**config.mk**
```make
export PLATFORM = sky130hd
export DESIGN_NAME = walsh_hadamard_mask_rows_unit_flat
export DESIGN_NICKNAME = d
export VERILOG_FILES = /design/src/rtl/whmr_pkg.sv /design/src/rtl/whmr_in_if.sv /design/src/rtl/whmr_out_if.sv /design/src/rtl/walsh_hadamard_mask_rows_unit.sv /design/src/flat_wrapper.sv
export SDC_FILE = /design/constraint.sdc
export NUM_CORES = 1
export LEC_CHECK = 0
export ABC_CLOCK_PERIOD_IN_PS = 9300
export BUFFER_PORTS_ARGS = -buffer_cell sky130_fd_sc_hd__buf_2
export CORE_AREA = 2 2 196 217
export CTS_CLUSTER_DIAMETER = 200
export CTS_CLUSTER_SIZE = 14
export DETAILED_ROUTE_END_ITERATION = 10
export DIE_AREA = 0 0 198 219
export PLACE_DENSITY = 0.53
export SLEW_MARGIN = 0
export SYNTH_ARGS = -nofsm -noshare
export SYNTH_HDL_FRONTEND = slang
export SYNTH_SLANG_ARGS = --single-unit
```
**constraint.sdc**
```tcl
create_clock -name clk_i -period 9.3 [get_ports clk_i]
set_clock_uncertainty 0.1 [all_clocks]
set_input_delay 1.395 -clock clk_i [delete_from_list [all_inputs] [get_ports clk_i]]
set_output_delay 1.395 -clock clk_i [all_outputs]
set_load 0.01 [all_outputs]
```
**src/rtl/whmr_pkg.sv**
```systemverilog
`timescale 1ns / 1ps
`default_nettype none
// ----------------------------------------------------------------------------
// whmr_pkg
// Shared widths, reset values and register codes for the Walsh-Hadamard
// mask row generator.
// ----------------------------------------------------------------------------
package whmr_pkg;

  localparam int IDX_W     = 16;  // pattern index width
  localparam int ROW_W     = 64;  // row beat width
  localparam int ROW_NUM_W = 6;   // row number width
  localparam int CFG_W     = 3;   // widest config register
  localparam int CFG_IDX_W = 1;   // config register index width

  localparam logic [CFG_W-1:0] CFG_LOG2_RESET = 3'd6;

  typedef enum logic [CFG_IDX_W-1:0] {
    CFG_WIDTH_LOG2  = 1'b0,
    CFG_HEIGHT_LOG2 = 1'b1
  } cfg_reg_e;

endpackage
`default_nettype wire

```
**src/rtl/whmr_in_if.sv**
```systemverilog
`timescale 1ns / 1ps
`default_nettype none
// ----------------------------------------------------------------------------
// whmr_in_if
// Pattern index channel: valid/ready with a 16-bit index payload.
// ----------------------------------------------------------------------------
interface whmr_in_if;
  logic                       valid;
  logic                       ready;
  logic [whmr_pkg::IDX_W-1:0] mask_index;

  modport source (output valid, output mask_index, input ready);
  modport sink   (input valid, input mask_index, output ready);
endinterface
`default_nettype wire

```
**src/rtl/whmr_out_if.sv**
```systemverilog
`timescale 1ns / 1ps
`default_nettype none
// ----------------------------------------------------------------------------
// whmr_out_if
// Mask row channel: valid/ready with row bits, row number and last flag.
// ----------------------------------------------------------------------------
interface whmr_out_if;
  logic                           valid;
  logic                           ready;
  logic [whmr_pkg::ROW_W-1:0]     row_bits;
  logic [whmr_pkg::ROW_NUM_W-1:0] row_number;
  logic                           last_row;

  modport source (output valid, output row_bits, output row_number,
                  output last_row, input ready);
  modport sink   (input valid, input row_bits, input row_number,
                  input last_row, output ready);
endinterface
`default_nettype wire

```
**src/rtl/walsh_hadamard_mask_rows_unit.sv**
```systemverilog
`timescale 1ns / 1ps
`default_nettype none
// ----------------------------------------------------------------------------
// walsh_hadamard_mask_rows_unit
// Sequency-ordered 2D Walsh-Hadamard mask generator, one mask row per beat.
// ----------------------------------------------------------------------------
// Each pattern index accepted on in_i yields 2^height_log2 row beats on out_o,
// rows 0 to height-1 in order, the final one flagged with last_row. The row
// sequencer issues one row per cycle unless out_o back-pressure stalls it,
// 1 to 64 rows per item; the next index is loaded behind the last row of
// the current one, so rows of consecutive items follow without a gap. An
// index is held in s0, then s1; each row is registered in p1 and p2. The low
// width_log2 index bits select the column pattern and the upper bits the row
// pattern; each part is Gray-coded and bit-reversed over its own size. Pixel
// x of row y is 1 when the parity of (revx & x) ^ (revy & y) is even; bits
// at and above the width read 0. Register values above MAX_SIDE_LOG2
// saturate. Write the configuration only while no rows are pending.
// ----------------------------------------------------------------------------
module walsh_hadamard_mask_rows_unit #(
  parameter int MAX_SIDE_LOG2 = 6  // 1..6
) (
  input  wire                            clk_i,
  input  wire                            rst_ni,
  input  wire                            cfg_we_i,
  input  wire [whmr_pkg::CFG_IDX_W-1:0]  cfg_idx_i,
  input  wire [whmr_pkg::CFG_W-1:0]      cfg_data_i,
  whmr_in_if.sink                        in_i,
  whmr_out_if.source                     out_o
);

  localparam int SIDE = MAX_SIDE_LOG2;
  localparam int LW   = $clog2(MAX_SIDE_LOG2 + 1);
  localparam logic [LW-1:0] SIDE_L = LW'(MAX_SIDE_LOG2);

  // --------------------------------------------------------------------------
  // Helpers
  // --------------------------------------------------------------------------
  function automatic logic [LW-1:0] clamp_log2(input logic [whmr_pkg::CFG_W-1:0] v);
    logic [LW-1:0] r;
    if (v > whmr_pkg::CFG_W'(MAX_SIDE_LOG2)) begin
      r = SIDE_L;
    end else begin
      r = v[LW-1:0];
    end
    return r;
  endfunction

  function automatic logic [SIDE-1:0] rev_bits(input logic [SIDE-1:0] v);
    logic [SIDE-1:0] r;
    for (int i = 0; i < SIDE; i++) begin
      r[i] = v[SIDE-1-i];
    end
    return r;
  endfunction

  // --------------------------------------------------------------------------
  // Configuration registers
  // --------------------------------------------------------------------------
  logic [whmr_pkg::CFG_W-1:0] width_log2_q, height_log2_q;

  always_ff @(posedge clk_i or negedge rst_ni) begin
    if (!rst_ni) begin
      width_log2_q  <= whmr_pkg::CFG_LOG2_RESET;
      height_log2_q <= whmr_pkg::CFG_LOG2_RESET;
    end else if (cfg_we_i) begin
      case (cfg_idx_i)
        whmr_pkg::CFG_WIDTH_LOG2:  width_log2_q  <= cfg_data_i;
        whmr_pkg::CFG_HEIGHT_LOG2: height_log2_q <= cfg_data_i;
        default: ;
      endcase
    end
  end

  // --------------------------------------------------------------------------
  // Handshake chain: s0 (index) -> s1 (row sequencer) -> p1 -> p2 (output)
  // --------------------------------------------------------------------------
  logic s0_valid_q, s1_valid_q, p1_valid_q, p2_valid_q;
  logic p2_ready, p1_ready, issue, s1_last, s1_free, s0_move, in_ready;

  logic [whmr_pkg::IDX_W-1:0] s0_idx_q;

  logic [SIDE-1:0]           ry_q, hmask_q, y_q;
  logic [whmr_pkg::ROW_W-1:0] base_q, wmask_q;

  logic [SIDE-1:0]            p1_y_q;
  logic                       p1_last_q, p1_py_q;
  logic [whmr_pkg::ROW_W-1:0] p1_base_q, p1_wmask_q;

  logic [SIDE-1:0]            p2_y_q;
  logic                       p2_last_q;
  logic [whmr_pkg::ROW_W-1:0] p2_row_q;

  assign p2_ready = !p2_valid_q || out_o.ready;
  assign p1_ready = !p1_valid_q || p2_ready;
  assign issue    = s1_valid_q && p1_ready;
  assign s1_last  = (y_q == hmask_q);
  assign s1_free  = !s1_valid_q || (p1_ready && s1_last);
  assign s0_move  = s0_valid_q && s1_free;
  assign in_ready = !s0_valid_q || s1_free;

  assign in_i.ready = in_ready;

  // --------------------------------------------------------------------------
  // s0 -> s1 item setup: split, Gray-code, reverse, column base row
  // --------------------------------------------------------------------------
  logic [LW-1:0]              wl, hl;
  logic [whmr_pkg::IDX_W-1:0] sx, sy, gx, gy;
  logic [SIDE-1:0]            rx, ry, hmask;
  logic [whmr_pkg::ROW_W-1:0] base, wmask;

  always_comb begin
    wl    = clamp_log2(width_log2_q);
    hl    = clamp_log2(height_log2_q);
    sx    = s0_idx_q & ~({whmr_pkg::IDX_W{1'b1}} << wl);
    sy    = s0_idx_q >> wl;
    gx    = sx ^ (sx >> 1);
    gy    = sy ^ (sy >> 1);
    hmask = {SIDE{1'b1}} >> (SIDE_L - hl);
    // reversing the full field then shifting down reverses the low bits only
    rx    = rev_bits(gx[SIDE-1:0]) >> (SIDE_L - wl);
    ry    = rev_bits(gy[SIDE-1:0] & hmask) >> (SIDE_L - hl);
    for (int x = 0; x < whmr_pkg::ROW_W; x++) begin
      if ((x < (1 << SIDE)) && ((x >> wl) == 0)) begin
        wmask[x] = 1'b1;
        base[x]  = ~(^(rx & x[SIDE-1:0]));
      end else begin
        wmask[x] = 1'b0;
        base[x]  = 1'b0;
      end
    end
  end

  // --------------------------------------------------------------------------
  // Control registers
  // --------------------------------------------------------------------------
  always_ff @(posedge clk_i or negedge rst_ni) begin
    if (!rst_ni) begin
      s0_valid_q <= 1'b0;
      s1_valid_q <= 1'b0;
      p1_valid_q <= 1'b0;
      p2_valid_q <= 1'b0;
      y_q        <= '0;
    end else begin
      if (in_ready) begin
        s0_valid_q <= in_i.valid;
      end
      if (s1_free) begin
        s1_valid_q <= s0_valid_q;
      end
      if (s0_move) begin
        y_q <= '0;
      end else if (issue) begin
        y_q <= y_q + 1'b1;
      end
      if (p1_ready) begin
        p1_valid_q <= issue;
      end
      if (p2_ready) begin
        p2_valid_q <= p1_valid_q;
      end
    end
  end

  // --------------------------------------------------------------------------
  // Payload registers
  // --------------------------------------------------------------------------
  always_ff @(posedge clk_i) begin
    if (in_i.valid && in_ready) begin
      s0_idx_q <= in_i.mask_index;
    end
    if (s0_move) begin
      ry_q    <= ry;
      hmask_q <= hmask;
      base_q  <= base;
      wmask_q <= wmask;
    end
    if (issue) begin
      p1_y_q     <= y_q;
      p1_last_q  <= s1_last;
      p1_py_q    <= ^(ry_q & y_q);
      p1_base_q  <= base_q;
      p1_wmask_q <= wmask_q;
    end
    if (p2_ready && p1_valid_q) begin
      // odd row parity flips every in-range pixel
      p2_row_q  <= p1_base_q ^ ({whmr_pkg::ROW_W{p1_py_q}} & p1_wmask_q);
      p2_y_q    <= p1_y_q;
      p2_last_q <= p1_last_q;
    end
  end

  assign out_o.valid      = p2_valid_q;
  assign out_o.row_bits   = p2_row_q;
  assign out_o.row_number = whmr_pkg::ROW_NUM_W'(p2_y_q);
  assign out_o.last_row   = p2_last_q;

  // --------------------------------------------------------------------------
  // Assertions
  // --------------------------------------------------------------------------
  // An accepted index beat is held in s0 next cycle.
  a_in_lands: assert property (@(posedge clk_i) disable iff (!rst_ni)
    (in_i.valid && in_i.ready) |=> s0_valid_q)
    else $error("accepted index beat not captured");

  // A freshly loaded item starts at row 0.
  a_row_start: assert property (@(posedge clk_i) disable iff (!rst_ni)
    s0_move |=> (s1_valid_q && (y_q == '0)))
    else $error("row sequencer did not restart at row 0");

  // Rows advance by one per issue until the last one.
  a_row_step: assert property (@(posedge clk_i) disable iff (!rst_ni)
    (issue && !s1_last) |=> (s1_valid_q && (y_q == $past(y_q) + 1'b1)))
    else $error("row sequencer skipped or repeated a row");

endmodule
`default_nettype wire
```
**src/flat_wrapper.sv**
```systemverilog
// flat-port wrapper written by rule: the top's interface ports become plain ports
module walsh_hadamard_mask_rows_unit_flat 
#(
  parameter int MAX_SIDE_LOG2 = 6         
)
  (clk_i, rst_ni, cfg_we_i, cfg_idx_i, cfg_data_i, in_i_valid, in_i_mask_index, in_i_ready, out_o_valid, out_o_row_bits, out_o_row_number, out_o_last_row, out_o_ready);
  whmr_in_if in_i_i ();
  whmr_out_if out_o_i ();
  input  wire clk_i;
  input  wire rst_ni;
  input  wire cfg_we_i;
  input  wire [whmr_pkg::CFG_IDX_W-1:0] cfg_idx_i;
  input  wire [whmr_pkg::CFG_W-1:0] cfg_data_i;
  input wire logic [$bits(in_i_i.valid)-1:0] in_i_valid;
  input wire logic [$bits(in_i_i.mask_index)-1:0] in_i_mask_index;
  output wire logic [$bits(in_i_i.ready)-1:0] in_i_ready;
  output wire logic [$bits(out_o_i.valid)-1:0] out_o_valid;
  output wire logic [$bits(out_o_i.row_bits)-1:0] out_o_row_bits;
  output wire logic [$bits(out_o_i.row_number)-1:0] out_o_row_number;
  output wire logic [$bits(out_o_i.last_row)-1:0] out_o_last_row;
  input wire logic [$bits(out_o_i.ready)-1:0] out_o_ready;
  assign in_i_i.valid = in_i_valid;
  assign in_i_i.mask_index = in_i_mask_index;
  assign in_i_ready = in_i_i.ready;
  assign out_o_valid = out_o_i.valid;
  assign out_o_row_bits = out_o_i.row_bits;
  assign out_o_row_number = out_o_i.row_number;
  assign out_o_last_row = out_o_i.last_row;
  assign out_o_i.ready = out_o_ready;
  walsh_hadamard_mask_rows_unit #(.MAX_SIDE_LOG2(MAX_SIDE_LOG2)) u_core (.clk_i(clk_i), .rst_ni(rst_ni), .cfg_we_i(cfg_we_i), .cfg_idx_i(cfg_idx_i), .cfg_data_i(cfg_data_i), .in_i(in_i_i), .out_o(out_o_i));
endmodule
```
### Yosys cells after proc, flatten, opt, wreduce, memory -nomap -nowiden

Cells that the tools add are included.

| storage, ports and cells | value |
|---|---|
| flip-flop bits (word level) | 379 |
| output and inout bits | 73 |
| logic and storage cells | 442 |

| cells by class | value |
|---|---|
| add/sub/neg operators | 3 |
| $lt $le $gt $ge | 2 |
| equal/unequal tests | 1 |
| shift-type cells | 69 |
| muxes and demuxes | 68 |
| bitwise operators | 72 |
| reductions and logical operators | 144 |

Operator list:

| kind | number |
|---|---|
| zero test 32 bit | 64 |
| right shift 6 x 3 -> 32 bit, first input constant | 32 |
| right shift 5 x 3 -> 32 bit, first input constant | 16 |
| parity 6 bit | 64 |
| right shift 4 x 3 -> 32 bit, first input constant | 8 |
| right shift 3 x 3 -> 32 bit, first input constant | 4 |
| AND 64 bit | 1 |
| two-way mux 1 bit | 64 |
| inverter 1 bit | 64 |
| right shift 1 x 3 -> 32 bit, first input constant | 2 |
| right shift 2 x 3 -> 32 bit, first input constant | 2 |
| XOR 64 bit | 1 |
| left shift 16 x 3 -> 7 bit, first input constant | 1 |
| right shift 16 x 3 -> 7 bit | 1 |
| AND 6 bit | 2 |
| two-way mux 6 bit | 2 |
| right shift 6 x 3 -> 6 bit | 2 |
| XOR 6 bit | 2 |
| AND 7 bit | 1 |
| inverter 7 bit | 1 |
| adder 6 x 1 -> 6 bit, second input constant | 1 |
| == test 6 bit | 1 |
| > comparator 3 bit, second input constant | 2 |
| two-way mux 3 bit | 2 |
| 7 further kinds | 19 |

### Depth between registers and ports, before layout

Gate-level depths: netlist (run 1).

| depth | value |
|---|---|
| depth after elaboration | 9 |
| depth in mapped cells | 12 |

### Least setup slack after synthesis (run 1)

No wires, ideal clock.

| timing path | value |
|---|---|
| path type | input to register |
| start | input out_o_ready |
| end | register u_core.y_q[1] |
| setup time | 0.376 ns |
| data arrival time | 6.997 ns |
| required time | 8.824 ns |
| setup slack | 1.827 ns |
| cell stages on the path | 4 |
| path through | nand3b_1 > nand2_1 > a21oi_1 > o21ai_0 |

| between the ends | value |
|---|---|
| cells in the longest elaborated chain, start to end | 6 |

RTL lines:

| what | line | source |
|---|---|---|
| start: declaration | flat_wrapper.sv:21 | `input wire logic [$bits(out_o_i.ready)-1:0] out_o_ready;` |
| logical OR 1 bit * | walsh_hadamard_mask_rows_unit.sv:93 | `assign p2_ready = !p2_valid_q \|\| out_o.ready;` |
| logical OR 1 bit * | walsh_hadamard_mask_rows_unit.sv:94 | `assign p1_ready = !p1_valid_q \|\| p2_ready;` |
| logical AND 1 bit * | walsh_hadamard_mask_rows_unit.sv:97 | `assign s1_free = !s1_valid_q \|\| (p1_ready && s1_last);` |
| logical OR 1 bit * | walsh_hadamard_mask_rows_unit.sv:97 |  |
| logical AND 1 bit * | walsh_hadamard_mask_rows_unit.sv:98 | `assign s0_move = s0_valid_q && s1_free;` |
| via u_core.s0_move | walsh_hadamard_mask_rows_unit.sv:78 | `logic p2_ready, p1_ready, issue, s1_last, s1_free, s0_move, in_ready;` |
| two-way mux 6 bit or nonzero test 2 bit (tied branches) | -- |  |
| end signal: assignment | walsh_hadamard_mask_rows_unit.sv:153 | `y_q <= y_q + 1'b1;` |
| end: declaration | walsh_hadamard_mask_rows_unit.sv:82 | `logic [SIDE-1:0] ry_q, hmask_q, y_q;` |

Mark *: on every way through the listed nets, which the timed path passes. The rest lies on a longest branch.
A chain may end at the register's enable or synchronous reset.

### Worst setup path after layout (run 1)

| timing path | value |
|---|---|
| start | register u_core.width_log2_q[1] (netlist name) |
| end | register u_core.base_q[55] (netlist name) (data pin) |

| between the ends | value |
|---|---|
| cells in the longest elaborated chain, start to end | 9 |

RTL lines:

| what | line | source |
|---|---|---|
| start: declaration | walsh_hadamard_mask_rows_unit.sv:59 | `logic [whmr_pkg::CFG_W-1:0] width_log2_q, height_log2_q;` |
| start signal: assignment | walsh_hadamard_mask_rows_unit.sv:63 | `width_log2_q <= whmr_pkg::CFG_LOG2_RESET;` |
| start signal: assignment | walsh_hadamard_mask_rows_unit.sv:67 | `whmr_pkg::CFG_WIDTH_LOG2: width_log2_q <= cfg_data_i;` |
| > comparator 3 bit | walsh_hadamard_mask_rows_unit.sv:40 | `if (v > whmr_pkg::CFG_W'(MAX_SIDE_LOG2)) begin` |
| two-way mux 3 bit * | walsh_hadamard_mask_rows_unit.sv:40 |  |
| left shift 16 x 3 -> 7 bit | walsh_hadamard_mask_rows_unit.sv:114 | `sx = s0_idx_q & ~({whmr_pkg::IDX_W{1'b1}} << wl);` |
| inverter 7 bit | walsh_hadamard_mask_rows_unit.sv:114 |  |
| AND 7 bit | walsh_hadamard_mask_rows_unit.sv:114 |  |
| XOR 6 bit | walsh_hadamard_mask_rows_unit.sv:116 | `gx = sx ^ (sx >> 1);` |
| right shift 6 x 3 -> 6 bit | walsh_hadamard_mask_rows_unit.sv:120 | `rx = rev_bits(gx[SIDE-1:0]) >> (SIDE_L - wl);` |
| parity 6 bit | walsh_hadamard_mask_rows_unit.sv:125 | `base[x] = ~(^(rx & x[SIDE-1:0]));` |
| inverter 1 bit | walsh_hadamard_mask_rows_unit.sv:125 |  |
| end signal: assignment | walsh_hadamard_mask_rows_unit.sv:174 | `base_q <= base;` |
| end: declaration | walsh_hadamard_mask_rows_unit.sv:83 | `logic [whmr_pkg::ROW_W-1:0] base_q, wmask_q;` |

Every way passes the cells marked *; elsewhere a longest branch is shown, timed or not.

==> flow_summary.toml, run 1 <==
[status]
status = "complete, no violations"

[synthesis]
ys_warn_count = 0
synth_top_area_share = 0.675
syn_nets = 842
synth_area_leaders = "edfxtp_1 67%, xnor2_1 7.8%, dfrtp_1 2.5%, nand2_1 2.2%, nor2_1 2.1%"
synth_area_um2 = 12200
synth_edf_count = 274
synth-seq-area-share = 0.708
syn_inst = 811
synth_top_cell_by_area = "edfxtp_1"
ys_types = 65
synthArstFlopShare = 0.0552
avgSynthCellArea_um2 = 15.0
synth-main-ff-cell = "edfxtp_1"
ys_seq_elements = 290

[timing]
fin_crit_sh = 0.470
holdWs_ps = 298
layout_min_cycle_time_ps = 4370
rsz0062_at_grt = "false"
finalHoldViolCount = 0
fmax_ghz = 0.229
setup_tns_ps = 0
slew_headroom = 0.297
finalSetupViolCount = 0
finalMaxSlewViolations = 0
worst_pin_slew_ps = 1050

[floorplanning]
start_util = 0.297
num_rows = 78
dieArea_um2 = 43400
die_h_um = 219
pin_count = 98
core_um2 = 41100
die_w_um = 198

[clocking]
cts-htree-levels = 1
postCtsSetupRepairBufs = 0
cts_root_buf = "clkbuf_16"
cts_hold_buf = 0
post_cts_resized = 0
clk_pin_slew_ps = 70
cts.sinks = 290
clk-insertion-delay-late_ps = 530
cts_tree = "done"
clockBufferDepth = 3
cts_made_buffers = 24

[layout]
drive_above_1_share = 0.184
mostFrequentLayoutCells = "274 x edfxtp_1, 108 x xnor2_1, 94 x buf_2, 70 x nand2_1, 68 x nor2_1"
fillCellCount = 3990
areaGrowthSynthToFinish_pct = 14.5
nNetsFinal = 930
final_common_cell = "edfxtp_1"
num_antenna_cells = 0
final_util = 0.340
final_area_um2 = 14000

[route]
vias = 6157
drc = 0
drtAntennaViolNets = 0
drt-vias-per-instance = 4.19
drtPass1Iterations = 4
wire_per_inst_um = 14.7
drt-initial-drc-count = 334
finalWirelength_mm = 21.6

[power]
switching_share = 0.274
seq_power_share = 0.497
p_leak_nw = 5.04
intPower_mw = 2.44
p_per_area_nw_per_um2 = 240
peakVddDrop_uv = 122
p_comb_frac = 0.221
power_switching_mw = 0.921
clockPowerShare = 0.282

[grt]
grt_pass1_wl_mm = 33.7
use_met3 = 0.0152
grt.total_usage = 0.0997
grt.met1_usage = 0.126
busiest_layer = "met2"
grt_max_degree = 78
grt-ovfl-total = 0
antenna_found_initial = 0
met2_usage = 0.177
grt_pass1_vias = 6067

[worst_setup_path]
required_ps = 9580
cp_max_fo = 41
r2r_slack_ps = 4930
path_class = "register to register"
r2r_start = "u_core.width_log2_q[1]"
startpoint = "u_core.width_log2_q[1]"
critical_path_arrival_ps = 4650
r2r_cells = 9
cp-end-kind = "register"
worstSetupEndpoint = "u_core.base_q[55]"
worstReg2RegEnd = "u_core.base_q[55]"
start_kind = "register"

[placed_design]
gp_congestion = 0.769
io_buffers = 94
dp_hpwl_mm = 13.9
dpl_cell_area_um2 = 13300

[run]
drv_cap = 0

[hold_path]
hold_path.class = "register to register"
[critical path, cell delays in order, from the launching register on]
cell      delay, ps
dfstp_2        1070
nand3b_2        250
ha_1            330
and2b_1         360
mux2i_4         140
xor2_1          210
a21oi_1         510
nand2b_1        620
xnor3_1         520
nor2_1           90
[flip-flops by register name (all words and copies together), names as in the netlist, 3 cells and up]
register	cells
u_core.ry_q	6
u_core.out_o.row_bits	64
u_core.wmask_q	22
u_core.p1_wmask_q	22
u_core.out_o.row_number	6
u_core.height_log2_q	3
u_core.y_q	6
u_core.s0_idx_q	13
u_core.hmask_q	6
u_core.p1_y_q	6
u_core.base_q	63
u_core.width_log2_q	3
u_core.p1_base_q	63
[worst min path at each step]
stage	from	to	slack, ps	cells after the start
2_1_floorplan	u_core.p1_last_q	u_core.out_o.last_row	300	0
3_3_place_gp	u_core.wmask_q[16]	u_core.p1_wmask_q[16]	300	0
3_5_place_dp	u_core.p1_y_q[2]	u_core.out_o.row_number[2]	300	0
4_1_cts	u_core.base_q[2]	u_core.p1_base_q[2]	300	0
5_1_grt	u_core.base_q[13]	u_core.p1_base_q[13]	320	0
6_report	u_core.base_q[2]	u_core.p1_base_q[2]	300	0
[metal layers]
metal	up-vias	share of wire
met1	2990	0.44
met2	105	0.50
met3	26	0.035
li1	3036	-
met4	0	0.018
met5	-	0
[final cells by class]
cell class	instances	area [um2]	area share
sequential	290	8630	0.619
inverter	28	105	0.00753
clock inverter	1	30.0	0.00215
clock buffer	34	659	0.0472
timing repair buffer	102	531	0.0380
multi-input combinational	453	3300	0.236
tap	560	701	0.0502
[stage by stage]
step	setup WS (ps)	total power [mW]	instances
global route	4590	3.54	1468
detailed placement	4930	2.46	1433
floorplan	1830	2.25	811
global placement	4940	2.45	1433
CTS	4890	3.42	1468
finish	4930	3.36	1468
[Yosys cell counts, drive strengths merged, types with 5 or more instances]
library cell,number
nand3,6
a21oi,17
xor2,29
or2,5
nor3,7
xnor2,109
ha,6
and2,9
inv,28
nor2,68
mux2i,19
buf,13
edfxtp,274
mux2,10
nand2,70
o21a,5
o21ai,15
clkbuf,27
xnor3,7
nand2b,10
o211ai,6
nor2b,6
dfrtp,12
[logic make-up (layout without fill, tap and decap cells)]
| group | count (synthesis) | count (layout) | synth area share |
|---|---|---|---|
| buf+inv | 68 | 165 | 0.0227 |
| simple gates | 198 | 198 | 0.0734 |
| compound gates | 71 | 71 | 0.0411 |
| xor+xnor | 145 | 145 | 0.114 |
| fa+ha+maj | 6 | 6 | 0.00616 |
| mux | 33 | 33 | 0.0343 |
| flops | 290 | 290 | 0.708 |
[power by group through the flow]
| stage | Combinational (mW) | Sequential [mW] | Clock (mW) |
|---|---|---|---|
| after floorplan | 0.541 | 1.71 | 0 |
| after global placement | 0.753 | 1.70 | 0 |
| after detailed placement | 0.760 | 1.70 | 0 |
| after CTS | 0.763 | 1.67 | 0.983 |
| after global routing | 0.832 | 1.68 | 1.03 |
| final | 0.743 | 1.67 | 0.945 |
No activity file was read; power rests on OpenSTA's default activity.
==> inputs of run 2 (changes only) <==
--- a/config.mk
+++ b/config.mk
@@ -5,14 +5,14 @@
 export SDC_FILE = /design/constraint.sdc
 export NUM_CORES = 1
 export LEC_CHECK = 0
-export ABC_CLOCK_PERIOD_IN_PS = 9300
+export ABC_CLOCK_PERIOD_IN_PS = 3920
 export BUFFER_PORTS_ARGS = -buffer_cell sky130_fd_sc_hd__buf_2
 export CORE_AREA = 2 2 196 217
 export CTS_CLUSTER_DIAMETER = 200
 export CTS_CLUSTER_SIZE = 14
 export DETAILED_ROUTE_END_ITERATION = 10
 export DIE_AREA = 0 0 198 219
-export PLACE_DENSITY = 0.53
+export PLACE_DENSITY = 0.55
 export SLEW_MARGIN = 0
 export SYNTH_ARGS = -nofsm -noshare
 export SYNTH_HDL_FRONTEND = slang
==> constraint.sdc (replaced) <==
create_clock -name clk_i -period 3.92 [get_ports clk_i]
set_clock_uncertainty 0.1 [all_clocks]
set_input_delay 0.588 -clock clk_i [delete_from_list [all_inputs] [get_ports clk_i]]
set_output_delay 0.588 -clock clk_i [all_outputs]
set_load 0.01 [all_outputs]
==> run 2 against run 1 <==
Sequential power rose by 130%. First-iteration DRC count fell by 4.8%. Global-route usage barely moved. Combinational power rose by 150%. Final cell count rose by 1.1%. Via count fell by 0.13%. Fmax rose by 23%. Non-clock buffer count rose by 16. Routed wire length fell by 1.7%. Register-to-register slack got worse by 4600 ps. Count of clock-buffer cells in the layout did not move.
==> flow_summary.toml, run 2 (synthesis results as in run 1) <==
[worst_setup_path]
path_class = "register to register"
critPathTopFamily = "XOR/XNOR gates"
cp_max_fo = 12
path_buf_inv = 0
r2r_slack_ps = 380
cp-end-kind = "register"
worstSetupEndpoint = "u_core.base_q[62]"
r2r_cells = 9
required_ps = 4190
critical_path_arrival_ps = 3820
cp.depth = 9
crit_top_cell = "mux2i_4"
crit_chain = "nand3b_2 -> ha_1 -> and2b_1 -> mux2i_4 -> xnor2_2 -> mux2i_4 -> xor2_4 -> xnor3_1 -> nor2_1"
crit_slowest_cell = "dfstp_2"
start_kind = "register"
critPathMaxStageDelay_ps = 660
r2r_start = "u_core.width_log2_q[2]"
worstReg2RegEnd = "u_core.base_q[62]"
startpoint = "u_core.width_log2_q[2]"

[clocking]
clk_pin_slew_ps = 70
cts.sinks = 290
clk-insertion-delay-late_ps = 530
cts-htree-levels = 1
cts_made_buffers = 24
clockBufferDepth = 3
cts_root_buf = "clkbuf_16"
cts_tree = "done"
postCtsSetupRepairBufs = 0

[run]
drv_cap = 0

[placed_design]
io_buffers = 94
gp_congestion = 0.818
dp_cells = 1448
dp_hpwl_mm = 14.4

[route]
drtAntennaViolNets = 0
wire_per_inst_um = 14.3
vias = 6149
drtPass1Iterations = 4
drt-initial-drc-count = 318
finalWirelength_mm = 21.2
drt-vias-per-instance = 4.14
drc = 0

[timing]
rsz0062_at_grt = "false"
fmax_ghz = 0.282
fin_crit_sh = 0.904
holdWs_ps = 130
layout_min_cycle_time_ps = 3540
finalMaxSlewViolations = 0
slew_headroom = 0.521
setup_tns_ps = 0
worst_pin_slew_ps = 716
finalSetupViolCount = 0
finalHoldViolCount = 0

[layout]
fillCellCount = 3985
areaGrowthSynthToFinish_pct = 15.7
num_antenna_cells = 0
register_area_um2 = 8630
final_common_cell = "edfxtp_1"
largest_register_ffs = 64
nNetsFinal = 946
mostFrequentLayoutCells = "274 x edfxtp_1, 108 x xnor2_1, 94 x buf_2, 70 x nand2_1, 68 x nor2_1"
drive_above_1_share = 0.198
stdcell_count = 1484
multi_input_area_um2 = 3300

[power]
seq_power_share = 0.492
peakVddDrop_uv = 273
power_switching_mw = 2.16
clockPowerShare = 0.278
p_per_area_nw_per_um2 = 565
p_leak_nw = 5.12
p_comb_frac = 0.230
switching_share = 0.271
intPower_mw = 5.82

[floorplanning]
die_h_um = 219
core_um2 = 41100
num_rows = 78
die_w_um = 198
pin_count = 98
dieArea_um2 = 43400
start_util = 0.297

[grt]
antenna_found_initial = 0
grt_pass1_wl_mm = 33.5
grt_max_degree = 72
grt_pass1_vias = 6119
grt.total_usage = 0.0994
grt-ovfl-total = 0

[hold_path]
hold_path.class = "input port to register"

[status]
status = "complete, no violations"
run 2: worst min path at each step:
stage | slack, ps | to | cells after the start | start
after global placement | 300 | u_core.p1_wmask_q[25] | 0 | u_core.wmask_q[25]
final | 130 | u_core.s0_idx_q[0] | 1 | in_i_mask_index[0]
after CTS | 100 | u_core.s0_idx_q[0] | 1 | in_i_mask_index[0]
after floorplan | 190 | u_core.height_log2_q[0] | 0 | rst_ni
after detailed placement | 300 | u_core.out_o.row_number[1] | 0 | u_core.p1_y_q[1]
after global routing | 100 | u_core.s0_idx_q[0] | 1 | in_i_mask_index[0]
run 2: cell type report:
class,instances,share of cell area
multi-input cells,453,0.234
clock buffers,34,0.0467
inverters,28,0.00745
flip-flops and latches,290,0.612
well taps,560,0.0497
repair buffers,118,0.0481
clock inverters,1,0.00213
run 2: repair_timing:
action                     4_1_cts  5_1_grt
setup endpoints to repair        0        1
gates resized for setup          0        1
hold buffers                     1        0
hold endpoints to repair        12        0
run 2: metal layers:
layer,share of wire,track usage,vias to the layer above
met1,0.43,0.125,2950
met4,0.015,0.0271,0
met3,0.043,0.0171,23
li1,-,-,3068
met5,0,0,-
met2,0.51,0.177,108
run 2: stage by stage:
stage	total power, mW	util	worst slack (ps)	cell area (um2)
CTS	8.12	0.343	270	14100
finish	7.97	0.343	376	14100
floorplan	5.32	-	559	12200
detailed placement	5.86	0.326	297	13400
global placement	5.84	0.326	349	13400
global route	8.44	0.343	71.1	14100
run 2: power by group through the flow:
stage | Sequential (mW) | Combinational [mW] | Clock (mW)
finish | 3.92 | 1.83 | 2.22
global route | 3.96 | 2.05 | 2.43
CTS | 3.93 | 1.87 | 2.31
detailed placement | 4.00 | 1.87 | 0
global placement | 3.99 | 1.85 | 0
floorplan | 4.04 | 1.28 | 0
run 2: worst reg2reg max path: stages (launching register included):
cell and delay [ps]:
dfstp_2 660, nand3b_2 220, ha_1 280, and2b_1 280, mux2i_4 280, xnor2_2 210, mux2i_4 580, xor2_4 320
xnor3_1 380, nor2_1 90
==> inputs of run 3 (changes only) <==
--- a/config.mk
+++ b/config.mk
@@ -5,6 +5,7 @@
 export SDC_FILE = /design/constraint.sdc
 export NUM_CORES = 1
 export LEC_CHECK = 0
+export ABC_AREA = 1
 export ABC_CLOCK_PERIOD_IN_PS = 3920
 export BUFFER_PORTS_ARGS = -buffer_cell sky130_fd_sc_hd__buf_2
 export CORE_AREA = 2 2 196 217
@@ -13,6 +14,7 @@
 export DETAILED_ROUTE_END_ITERATION = 10
 export DIE_AREA = 0 0 198 219
 export PLACE_DENSITY = 0.55
+export RECOVER_POWER = 25
 export SLEW_MARGIN = 0
 export SYNTH_ARGS = -nofsm -noshare
 export SYNTH_HDL_FRONTEND = slang
==> run 3 against run 2 <==
Via count is 17% higher. Critical endpoint is now u_core.base_q[63]. Largest cell class unchanged. Count of clock-buffer cells in the layout stayed put. Register-to-register slack better by 150 ps.
==> flow_summary.toml, run 3 <==
[status]
status = "complete, no violations"

[synthesis]
ys_warn_count = 0
synth_area_leaders = "edfxtp_1 68%, nand2_1 7.2%, xnor2_1 4.9%, nand3_1 2.7%, dfrtp_1 2.5%"
synth_top_cell_by_area = "edfxtp_1"
ys_seq_elements = 291
synth-main-ff-cell = "edfxtp_1"
yosysMostFrequentCell = "edfxtp_1"
synth_area_um2 = 12200
synth-seq-area-share = 0.711
synth_top_area_share = 0.678
syn_inst = 987
synth_edf_count = 275
ys_types = 41
synthArstFlopShare = 0.0550
synth_commonest_cells = "275 x edfxtp_1, 234 x nand2_1, 75 x nor2_1"
avgSynthCellArea_um2 = 12.3
syn_nets = 1018

[timing]
rsz0062_at_grt = "false"
worst_pin_slew_ps = 1370
fmax_ghz = 0.295
finalHoldViolCount = 0
layout_min_cycle_time_ps = 3390
setup_tns_ps = 0
fin_crit_sh = 0.866
finalSetupViolCount = 0
finalMaxSlewViolations = 0
holdWs_ps = 125
slew_headroom = 0.0871

[floorplanning]
die_h_um = 219
dieArea_um2 = 43400
core_um2 = 41100
die_w_um = 198
pin_count = 98
start_util = 0.296
num_rows = 78

[clocking]
cts_root_buf = "clkbuf_16"
cts-htree-levels = 1
cts_tree = "done"
post_cts_resized = 0
clk_pin_slew_ps = 70
clockBufferDepth = 3
cts.sinks = 291
clk-insertion-delay-late_ps = 540
cts_made_buffers = 24

[worst_setup_path]
path_class = "register to register"
crit_top_cell = "nand2_1"
critPathMaxStageDelay_ps = 730
critical_path_arrival_ps = 3590
worstReg2RegEnd = "u_core.base_q[63]"
cp-end-kind = "register"
crit_chain = "clkbuf_1 -> nand2_2 -> nand2_2 -> inv_1 -> nand3_2 -> nand2_2 -> nand2_1 -> inv_1 -> nand2_1 -> nand2_2 -> nand2_1 -> nand2_1 -> nand2_1 -> nand2_1 -> nor2_1 -> nor2_1"
start_kind = "register"
r2r_slack_ps = 530
crit_slowest_cell = "dfstp_2"
r2r_start = "u_core.width_log2_q[2]"
r2r_cells = 16
required_ps = 4110
cp_max_fo = 14

[layout]
drive_above_1_share = 0.168
final_util = 0.342
largest_register_ffs = 64
stdcell_count = 1670
num_antenna_cells = 0
areaGrowthSynthToFinish_pct = 15.5
nNetsFinal = 1132
fillCellCount = 4084
final_common_cell = "edfxtp_1"
mostFrequentLayoutCells = "275 x edfxtp_1, 233 x nand2_1, 91 x buf_2, 75 x nor2_1, 68 x xnor2_1"

[hold_path]
hold-path-endpoint = "u_core.s0_idx_q[10]"
hold_path.class = "input port to register"
whs_path_depth = 1
min-delay-start = "in_i_mask_index[10]"

[grt]
grt-ovfl-total = 0
grt.total_usage = 0.109
busiest_layer = "met2"
grt.met1_usage = 0.138
grt_pass1_wl_mm = 37.2
met2_usage = 0.191
use_met3 = 0.0172
grt_pass1_vias = 6942
antenna_found_initial = 0
grt_max_degree = 86

[route]
drc = 0
wire_per_inst_um = 14.2
drt-initial-drc-count = 515
drtAntennaViolNets = 0
drt-vias-per-instance = 4.33
finalWirelength_mm = 23.7
drtPass1Iterations = 5
vias = 7224

[placed_design]
io_buffers = 95
dp_cells = 1634
dp_hpwl_mm = 16.1
gp_congestion = 0.830

[power]
peakVddDrop_uv = 300
power_mw = 9.90
p_per_area_nw_per_um2 = 704
p_leak_nw = 5.41

[run]
drv_cap = 0
run 3: cell count changes after synthesis, moves of 9 or more:
cell and delta:
mux2i_1 -17, nand2_2 +14, xnor2_1 -40, nand2b_1 -10, and2_1 -9, mux2_2 -10, o21ai_0 +17, clkbuf_1 -11
nand3_1 +60, inv_1 +40, nand2_1 +164, a21oi_1 +21, xor2_1 -24
run 3: kinds of logic (layout without fill, tap and decap cells):
kind of cell / after synthesis / in the layout / share of synthesized area
and+or+nand+nor: 419 / 419 / 0.151
DFF: 291 / 291 / 0.711
buffers and inverters: 110 / 233 / 0.0371
AOI/OAI and AO/OA: 85 / 85 / 0.0372
xor gates and xnor gates: 76 / 76 / 0.0571
adders and majority gates: 6 / 6 / 0.00616
run 3: where the power goes:
group / leakage, nW / switching (mW) / internal [mW] / total [mW]
Sequential: 2.83 / 0.309 / 4.67 / 4.98
Combinational: 2.27 / 1.82 / 0.925 / 2.74
Clock: 0.323 / 1.03 / 1.16 / 2.19
Total: 5.41 / 3.15 / 6.75 / 9.90
run 3: worst max-delay path: cells and delay by family (launching register included):
family	cells	cell delay [ps]
buffers and inverters	3	650
DFF	1	730
and+or+nand+nor	13	1650
run 3: layer usage:
layer | vias up | share of wire
met5 | - | 0
met4 | 0 | 0.023
met3 | 40 | 0.044
met2 | 148 | 0.50
met1 | 3454 | 0.44
li1 | 3582 | -
run 3: repair_timing:
| item | 4_1_cts | 5_1_grt |
|---|---|---|
| buffers inserted | 0 | 0 |
| hold buffers | 1 | 0 |
| endpoints found under the hold margin | 12 | 0 |
run 3: final cells by class:
| class | count | area (um2) | area share |
|---|---|---|---|
| Sequential cell | 291 | 8660 | 0.616 |
| Multi-Input combinational cell | 586 | 3070 | 0.218 |
| Tap cell | 560 | 701 | 0.0498 |
| Timing Repair Buffer | 120 | 671 | 0.0477 |
| Clock buffer | 34 | 659 | 0.0469 |
| Inverter | 78 | 297 | 0.0211 |
| Clock inverter | 1 | 5.00 | 0.000356 |
run 3: worst max path at each step:
| stage | startpoint | end | slack, ps | depth (start not counted) |
|---|---|---|---|---|
| 6_report | u_core.width_log2_q[2] | u_core.base_q[63] | 530 | 16 |
| 5_1_grt | u_core.width_log2_q[2] | u_core.base_q[63] | 220 | 16 |
| 4_1_cts | u_core.width_log2_q[2] | u_core.base_q[63] | 580 | 14 |
| 3_5_place_dp | u_core.width_log2_q[2] | u_core.base_q[63] | 600 | 14 |
| 3_3_place_gp | u_core.width_log2_q[2] | u_core.base_q[59] | 640 | 13 |
| 2_1_floorplan | u_core.y_q[0] | u_core.base_q[10] | 170 | 9 |
run 3: per-stage QoR:
stage / setup WS (ps) / cell area (um2)
3_3_place_gp: 642 / 13400
3_5_place_dp: 599 / 13400
2_1_floorplan: 170 / 12200
4_1_cts: 579 / 14100
6_report: 527 / 14100
5_1_grt: 224 / 14100
